**src/hw/rtl/bab_pkg.sv**
```systemverilog
// Shared types, constants and a helper function of the block allocation bitmap.
package bab_pkg;

   localparam int MAP_BYTES_DEFAULT = 512;
   localparam int BLOCK_W = 12;
   localparam int BYTE_IX_W = 9;
   localparam int BIT_IX_W = 3;
   localparam int COUNT_W = 10;
   localparam int FIND_BYTES = 512;
   localparam int CSR_ADDR_W = 2;
   localparam int CSR_DATA_W = 32;

   localparam logic [7:0] FULL_BYTE = 8'hFF;
   localparam logic [COUNT_W-1:0] COUNT_RESET = 10'd512;
   localparam logic [CSR_ADDR_W-1:0] ADDR_MAP_BYTES = 2'd0;

   typedef enum logic [1:0] {
      MODE_TEST    = 2'd0,
      MODE_FIND    = 2'd1,
      MODE_ASSIGN  = 2'd2,
      MODE_RELEASE = 2'd3
   } mode_type;

   typedef enum logic [1:0] {
      STATUS_OK        = 2'd0,
      STATUS_NONE_FREE = 2'd1,
      STATUS_RANGE     = 2'd2
   } status_type;

   typedef enum logic [2:0] {
      ST_CLEAR,
      ST_IDLE,
      ST_RMW,
      ST_SCAN,
      ST_HOLD
   } state_type;

   typedef struct packed {
      logic [1:0]         mode;
      logic [BLOCK_W-1:0] block_number;
   } req_type;

   typedef struct packed {
      logic [1:0]         status;
      logic               block_free;
      logic [BLOCK_W-1:0] found_block;
   } rsp_type;

   function automatic logic [BIT_IX_W-1:0] first_zero(input logic [7:0] map_byte);
      logic [BIT_IX_W-1:0] pos;
      pos = '0;
      for (int i = 7; i >= 0; i--) begin
         if (!map_byte[i]) begin
            pos = BIT_IX_W'(i);
         end
      end
      return pos;
   endfunction

endpackage

```
**src/hw/rtl/bab_ram.sv**
```systemverilog
// Generic single-clock RAM with one write port and one registered read port.
module bab_ram #(
   parameter int WIDTH = 8,
   parameter int DEPTH = 512,
   localparam int AW = (DEPTH > 1) ? $clog2(DEPTH) : 1
) (
   input  logic             clock,
   input  logic             wr_en,
   input  logic [AW-1:0]    wr_addr,
   input  logic [WIDTH-1:0] wr_data,
   input  logic [AW-1:0]    rd_addr,
   output logic [WIDTH-1:0] rd_data
);

   logic [WIDTH-1:0] mem_ff [DEPTH];
   logic [WIDTH-1:0] rd_data_ff;

   always_ff @(posedge clock) begin
      if (wr_en) begin
         mem_ff[wr_addr] <= wr_data;
      end
      rd_data_ff <= mem_ff[rd_addr];
   end

   assign rd_data = rd_data_ff;

endmodule

```
**src/hw/rtl/block_allocation_bitmap.sv**
```systemverilog
// Block allocation bitmap: one bit per storage block held in a byte-wide RAM.
//
// Each request word tests, finds, assigns or releases a block and yields one
// response word. Test, assign and release read the map byte from the RAM
// and then check it or write the modified byte back through the same RAM.
// A find reads one byte after another, starting at byte zero and stopping at
// the first byte that is not full or at the last byte in use (at most 512).
// A request with a block number out of range, or a find while no byte is in
// use, is answered from the hold state. After reset the map is cleared one
// byte per cycle over the smaller of MAP_BYTES and 512 bytes; no request word
// is taken during that pass, although register writes are. The response
// register lets a new request start while the previous response word waits
// to be taken.
module block_allocation_bitmap #(
   parameter int MAP_BYTES = bab_pkg::MAP_BYTES_DEFAULT
) (
   input  logic                                clock,
   input  logic                                reset,
   input  logic                                req_valid,
   output logic                                req_stall,
   input  bab_pkg::req_type                    req_word,
   output logic                                rsp_valid,
   input  logic                                rsp_stall,
   output bab_pkg::rsp_type                    rsp_word,
   input  logic                                csr_psel,
   input  logic                                csr_penable,
   input  logic                                csr_pwrite,
   input  logic [bab_pkg::CSR_ADDR_W-1:0]      csr_paddr,
   input  logic [bab_pkg::CSR_DATA_W-1:0]      csr_pwdata,
   output logic [bab_pkg::CSR_DATA_W-1:0]      csr_prdata,
   output logic                                csr_pready
);

   import bab_pkg::*;

   localparam int ADDR_W = (MAP_BYTES > 1) ? $clog2(MAP_BYTES) : 1;
   localparam int CLEAR_BYTES = (MAP_BYTES < FIND_BYTES) ? MAP_BYTES : FIND_BYTES;

   state_type                 state_ff, state_in;
   logic [BYTE_IX_W-1:0]      clr_ff, clr_in;
   logic [BYTE_IX_W-1:0]      scan_ff, scan_in;
   logic [1:0]                mode_ff, mode_in;
   logic [BLOCK_W-1:0]        blk_ff, blk_in;
   rsp_type                   hold_ff, hold_in;
   rsp_type                   rsp_ff, rsp_in;
   logic                      rsp_valid_ff, rsp_valid_in;
   logic [COUNT_W-1:0]        cfg_ff, cfg_in;

   logic                      wr_en;
   logic [ADDR_W-1:0]         wr_addr;
   logic [7:0]                wr_data;
   logic [ADDR_W-1:0]         rd_addr;
   logic [7:0]                rd_data;

   logic [COUNT_W-1:0]        live_bytes;
   logic [COUNT_W-1:0]        scan_limit;
   logic                      in_range;
   logic                      slot_free;
   logic [7:0]                bit_mask;
   rsp_type                   res;
   logic                      res_ready;
   logic                      cfg_write;

   bab_ram #(
      .WIDTH (8),
      .DEPTH (MAP_BYTES)
   ) u_map (
      .clock   (clock),
      .wr_en   (wr_en),
      .wr_addr (wr_addr),
      .wr_data (wr_data),
      .rd_addr (rd_addr),
      .rd_data (rd_data)
   );

   assign cfg_write  = csr_psel && csr_penable && csr_pwrite && csr_pready;
   assign csr_pready = 1'b1;
   assign csr_prdata = (csr_paddr == ADDR_MAP_BYTES) ?
                       {{(CSR_DATA_W-COUNT_W){1'b0}}, cfg_ff} : '0;

   always_comb begin
      cfg_in = cfg_ff;
      if (cfg_write && csr_paddr == ADDR_MAP_BYTES) begin
         cfg_in = csr_pwdata[COUNT_W-1:0];
      end
   end

   always_comb begin
      if ({{(32-COUNT_W){1'b0}}, cfg_ff} > 32'(MAP_BYTES)) begin
         live_bytes = COUNT_W'(MAP_BYTES);
      end else begin
         live_bytes = cfg_ff;
      end
      if (live_bytes > COUNT_W'(FIND_BYTES)) begin
         scan_limit = COUNT_W'(FIND_BYTES);
      end else begin
         scan_limit = live_bytes;
      end
   end

   assign in_range  = {1'b0, req_word.block_number[BLOCK_W-1:BIT_IX_W]} < live_bytes;
   assign slot_free = !rsp_valid_ff || !rsp_stall;
   assign bit_mask  = 8'd1 << blk_ff[BIT_IX_W-1:0];

   always_comb begin
      state_in     = state_ff;
      clr_in       = clr_ff;
      scan_in      = scan_ff;
      mode_in      = mode_ff;
      blk_in       = blk_ff;
      hold_in      = hold_ff;
      rsp_in       = rsp_ff;
      rsp_valid_in = rsp_valid_ff && rsp_stall;
      req_stall    = 1'b1;
      wr_en        = 1'b0;
      wr_addr      = ADDR_W'(blk_ff[BLOCK_W-1:BIT_IX_W]);
      wr_data      = rd_data;
      rd_addr      = ADDR_W'(req_word.block_number[BLOCK_W-1:BIT_IX_W]);
      res          = '0;
      res_ready    = 1'b0;

      unique case (state_ff)
         ST_CLEAR: begin
            wr_en   = 1'b1;
            wr_addr = ADDR_W'(clr_ff);
            wr_data = '0;
            clr_in  = clr_ff + 1'b1;
            if (clr_ff == BYTE_IX_W'(CLEAR_BYTES - 1)) begin
               state_in = ST_IDLE;
            end
         end
         ST_IDLE: begin
            req_stall = 1'b0;
            if (req_valid) begin
               mode_in = req_word.mode;
               blk_in  = req_word.block_number;
               if (req_word.mode == MODE_FIND) begin
                  rd_addr = '0;
                  scan_in = '0;
                  if (scan_limit == '0) begin
                     hold_in  = '{status: STATUS_NONE_FREE, block_free: 1'b0, found_block: '0};
                     state_in = ST_HOLD;
                  end else begin
                     state_in = ST_SCAN;
                  end
               end else if (in_range) begin
                  state_in = ST_RMW;
               end else begin
                  hold_in  = '{status: STATUS_RANGE, block_free: 1'b0, found_block: '0};
                  state_in = ST_HOLD;
               end
            end
         end
         ST_RMW: begin
            res.status = STATUS_OK;
            res_ready  = 1'b1;
            unique case (mode_ff)
               MODE_TEST: begin
                  res.block_free = ~|(rd_data & bit_mask);
               end
               MODE_ASSIGN: begin
                  wr_en   = 1'b1;
                  wr_data = rd_data | bit_mask;
               end
               MODE_RELEASE: begin
                  wr_en   = 1'b1;
                  wr_data = rd_data & ~bit_mask;
               end
               default: begin
                  wr_en = 1'b0;
               end
            endcase
         end
         ST_SCAN: begin
            if (rd_data != FULL_BYTE) begin
               res.status      = STATUS_OK;
               res.found_block = {scan_ff, first_zero(rd_data)};
               res_ready       = 1'b1;
            end else if ({1'b0, scan_ff} + 10'd1 >= scan_limit) begin
               res.status = STATUS_NONE_FREE;
               res_ready  = 1'b1;
            end else begin
               scan_in = scan_ff + 1'b1;
               rd_addr = ADDR_W'(scan_ff + 1'b1);
            end
         end
         ST_HOLD: begin
            res       = hold_ff;
            res_ready = 1'b1;
         end
         default: begin
            state_in = ST_IDLE;
         end
      endcase

      if (res_ready) begin
         if (slot_free) begin
            rsp_in       = res;
            rsp_valid_in = 1'b1;
            state_in     = ST_IDLE;
         end else begin
            hold_in  = res;
            state_in = ST_HOLD;
         end
      end
   end

   always_ff @(posedge clock) begin
      if (reset) begin
         state_ff     <= ST_CLEAR;
         clr_ff       <= '0;
         rsp_valid_ff <= 1'b0;
         cfg_ff       <= COUNT_RESET;
      end else begin
         state_ff     <= state_in;
         clr_ff       <= clr_in;
         rsp_valid_ff <= rsp_valid_in;
         cfg_ff       <= cfg_in;
      end
      scan_ff <= scan_in;
      mode_ff <= mode_in;
      blk_ff  <= blk_in;
      hold_ff <= hold_in;
      rsp_ff  <= rsp_in;
   end

   assign rsp_valid = rsp_valid_ff;
   assign rsp_word  = rsp_ff;

endmodule
```
**config.mk**
```make
export PLATFORM = sky130hd
export DESIGN_NAME = block_allocation_bitmap
export DESIGN_NICKNAME = d
export VERILOG_FILES = /design/src/hw/rtl/bab_pkg.sv /design/src/hw/rtl/bab_ram.sv /design/src/hw/rtl/block_allocation_bitmap.sv
export SDC_FILE = /design/constraint.sdc
export NUM_CORES = 2
export LEC_CHECK = 0
export ABC_AREA = 1
export BUFFER_PORTS_ARGS = -buffer_cell sky130_fd_sc_hd__buf_2
export CORE_ASPECT_RATIO = 0.9
export CORE_MARGIN = 2
export CORE_UTILIZATION = 50
export DETAILED_ROUTE_END_ITERATION = 10
export MAX_ROUTING_LAYER = met4
export PLACE_DENSITY = 0.63
export SYNTH_ARGS = -nofsm -noshare
export SYNTH_HDL_FRONTEND = slang
export SYNTH_SLANG_ARGS = --single-unit
```
**constraint.sdc**
```tcl
create_clock -name clock -period 42.4 [get_ports clock]
set_clock_uncertainty 0.2 [all_clocks]
set_input_delay 4.24 -clock clock [delete_from_list [all_inputs] [get_ports clock]]
set_output_delay 4.24 -clock clock [all_outputs]
set_load 0.005 [all_outputs]
```
==> metrics.md <==
| Metric | Value |
|---|---|
| Status | finished, final reports clean |
| DP Area | 176000 µm² |
| Leading area contributor after synthesis | edfxtp_1 |
| Setup TNS | 0 ns |
| Flop2flop setup slack | 32.26 ns |
| Hold Path Depth | 2 |
| DRT Wirelength | a little under 500000 µm |
| Peak VDD IR | 45.4 µV |
| Overall Global Routing Usage | 27.9% |
| Final Cycle Share | 28.2% |
| Buf/Inv on CP | 8 |
| Pin count of the biggest net entering global routing | 213 |
| Final Critical Period | 11.94 ns |
| Crit-path cells | buf_2 -> inv_1 -> or2_2 -> clkinv_1 -> a31oi_1 -> nand2_4 -> nand3_4 -> buf_4 -> buf_4 -> buf_4 -> buf_4 -> buf_4 -> nand2_1 -> nand3_1 -> nand3_1 -> nand3_1 -> nand3_1 -> nand3_1 -> nand3_1 -> nand3_1 -> nand3_1 -> nand2_1 |
| CP Class | input pin to flop |
| Tightest Hold Check Type | flop to flop |
| Post-DP HPWL | 257000 µm |
| Initial core utilization | between 50% and 60% |
| CTS clk-pin slew, worst paths | 0.06 ns |
| CTS tree | built |
| Yosys top cell area share | 71.6% |
| CP peak stage delay | 0.91 ns |
| I/O Buffers | 59 |
| Lkg Pwr | 0.0641 µW |
| Hold buffer count at cts | 0 |
| Final Net Count | 14200 |
| Post-CTS setup repair buffer count | 0 |
| Die ar. | 352000 µm² |
| WL met1 | 200000 µm |
| Power density over cell area | 45.2 nW/µm² |
| Final Non-Filler Cells | roughly 19000 |
| Top-level port count | 105 |
| Gate Count Post-Synth | between 10000 and 15000 |
| Count of state elements after synthesis | 4180 |
| Mapped cell area | 173000 µm² |
| Post-synth EDFFs | around 4100 |
| Pins over their slew limit | 0 |
| Post-route DRC | 0 |
| Crit end category | flop |
| Clk buf depth | 4 |
| Top FF cell, synth | edfxtp_1 |
| First-pass GRT wire length | 718000 µm |
| Metal2 WL | 227000 µm |
| RSZ-0062 raised after global routing | false |
| Slew @ Worst Pin | 1.19 ns |
| Average cell area after synthesis | between 10 and 15 µm² |
| Most used cell, CP | nand3_1 |
| Max Cap Violations | 0 |
| Top delay family on crit path | buffers and inverters |
| Via count | 117000 |
| # setup viols final | 0 |
| Relative slew slack | 20.0% |
| Startpoint class of the critical path | input pin |
| # placed instances | approximately 18000 |
| Met3 WL | 45300 µm |
| Max Clk Rate | 0.0837 GHz |
| Setup WS post-layout | 30.46 ns |
| DRT Pass-1 Iters | 6 |
| Core area | 346000 µm² |
| Fin. Hold Viols | 0 |
| Layout cells sized above 1 | 5.96% |
| Worst skew pair latency | approximately 0.90 ns |
| WL/cell | around 26 µm |
| Most instantiated cells after synthesis | edfxtp_1 (4134), nand3_1 (4100), nand2_1 (3258) |
| Cell with the most instances after synthesis | edfxtp_1 |
| Max Used Layer | met4 |
| Htree depth | 5 |
| Post-route cell area | 189000 µm² |
| WP data arrival | between 10 and 15 ns |
| Die Ht | 563 µm |
| Via/cell ratio | 6.14 |
| Pre-CTS WS | 29.82 ns |
| Site Rows | about 210 |
| Iteration-0 DRC Markers | 15000 |
| Synth warn | 0 |
| Initial antenna violation count | 11 |
| Worst r2r src | scan_ff[0] |
| Final core occ | 54.6% |
| Post-cts gate resize count | 0 |
| Worst r2r dst | u_map.rd_data[7] |
| GRT overflow | 0 |
| CTS sink count | about 4200 |
| Num CTS Buffers | 414 |
| CP max-delay cell | buf_4 |
| Clock root buffer | clkbuf_16 |
| Worst Reg-to-Reg Cells | 29 |
| Remaining antenna violation count after routing | 0 |
| Number of global-route vias before repair | 108000 |
| Hold path start | hold_ff[5] |
| Crit Path Max Fanout | 97 |
| Sequential-to-total area share from yosys stat | 72.1% |
| Routability cong. | 0.874 |
| Area Growth Syn to Fin | 8.99% |
| Yosys cell types | 43 |
| Required @ worst endpoint | around 43 ns |
| CP Depth | 22 |
| Die X | 625 µm |
| Hold Path Sink | hold_ff[5] |
| Synth area leaders | edfxtp_1 (72%), nand3_1 (12%), nand2_1 (7.0%) |
| Post-synth ARST share | 0% |
-- power breakdown --
| group | total [µW] | switching [µW] | internal [µW] |
|---|---|---|---|
| Combinational | 535 | 399 | 135 |
| Sequential | 4480 | 3.93 | 4480 |
| Clock | 3540 | 1540 | 1990 |
| Total | 8550 | 1950 | 6610 |
-- worst max path at each step --
stage                         endpoint    startpoint
floorplan           u_map.mem_ff[0][7]   state_ff[2]
global placement      u_map.rd_data[1]  req_word[12]
detailed placement    u_map.rd_data[7]  req_word[12]
CTS                   u_map.rd_data[7]  req_word[12]
global route          u_map.rd_data[7]  req_word[12]
finish                u_map.rd_data[7]  req_word[12]
-- cell type report --
cell class | instances | area (µm²)
clock inverter | 213 | 1660
clock buffer | 531 | 11100
timing repair buffer | 264 | 2160
antenna | 14 | 35.0
fill | 28600 | 157000
inverter | 125 | 505
tap | 4554 | 5700
sequential | 4180 | 125000
multi-input combinational | 9144 | 42800
-- per-stage QoR --
| step | hold WS (ns) | power, µW |
|---|---|---|
| after detailed placement | 0.269 | 5100 |
| after global placement | 0.259 | 5090 |
| after global routing | 0.290 | 8770 |
| after floorplan | 0.244 | 4910 |
| after CTS | 0.278 | 8570 |
| final | 0.278 | 8550 |
-- metal layers --
layer / track usage [%] / vias to the layer above
met5: - / -
met4: 9.94 / 0
met3: 4.34 / 914
met2: 42.2 / 5677
met1: 38.8 / 57600
li1: - / 52700
-- state kept, by name (all words and copies together), names as in the netlist --
name           cells
u_map.mem_ff    4096
rsp_valid          1
hold_ff           15
clr_ff             9
state_ff           3
rsp_word          15
blk_ff            12
mode_ff            2
scan_ff            9
u_map.rd_data      8
cfg_ff            10
-- logic make-up (layout without fill, tap and decap cells) --
kind of cell | count (synthesis) | in the layout | synth area share, %
AND/OR/NAND/NOR | 8972 | 8972 | 23.9
flip-flops | 4180 | 4180 | 72.1
other | 2 | 37 | 0.00433
adder cells (fa/ha/maj) | 21 | 21 | 0.151
buffers and inverters | 1357 | 1133 | 3.46
XOR/XNOR | 5 | 5 | 0.0252
AO/OA/AOI/OAI | 123 | 123 | 0.408
-- cell usage in the layout (no fill, tap or decap), types with 3 or more instances in the layout --
cell and n:
nand2_4 17, conb_1 23, clkbuf_1 97, buf_2 59
clkinv_1 114, nand3_1 4099, o22ai_1 14, nor2_1 573
clkinv_8 3, inv_1 109, dfxtp_1 46, xor2_1 5
o21ai_0 47, inv_8 5, o21a_1 3, inv_2 5
inv_6 9, o21ai_4 4, clkinv_4 3, buf_12 26
nor3_1 16, clkinv_2 60, o22ai_4 4, nor2_2 3
or2_2 5, nor2_4 3, ha_1 21, bufinv_16 24
diode_2 14, a211oi_1 6, buf_4 179, nor4_1 3
clkbuf_16 426, nand4_1 1003, clkinvlp_4 4, nand2_1 3240
edfxtp_1 4134, clkbuf_8 8, a21oi_1 28
-- worst min-delay path: stages, from the launching register on --
cell and delay (ns):
dfxtp_1 0.30, inv_1 0.05, o21ai_0 0.08
Note: power is estimated with default switching activity, not from simulation.
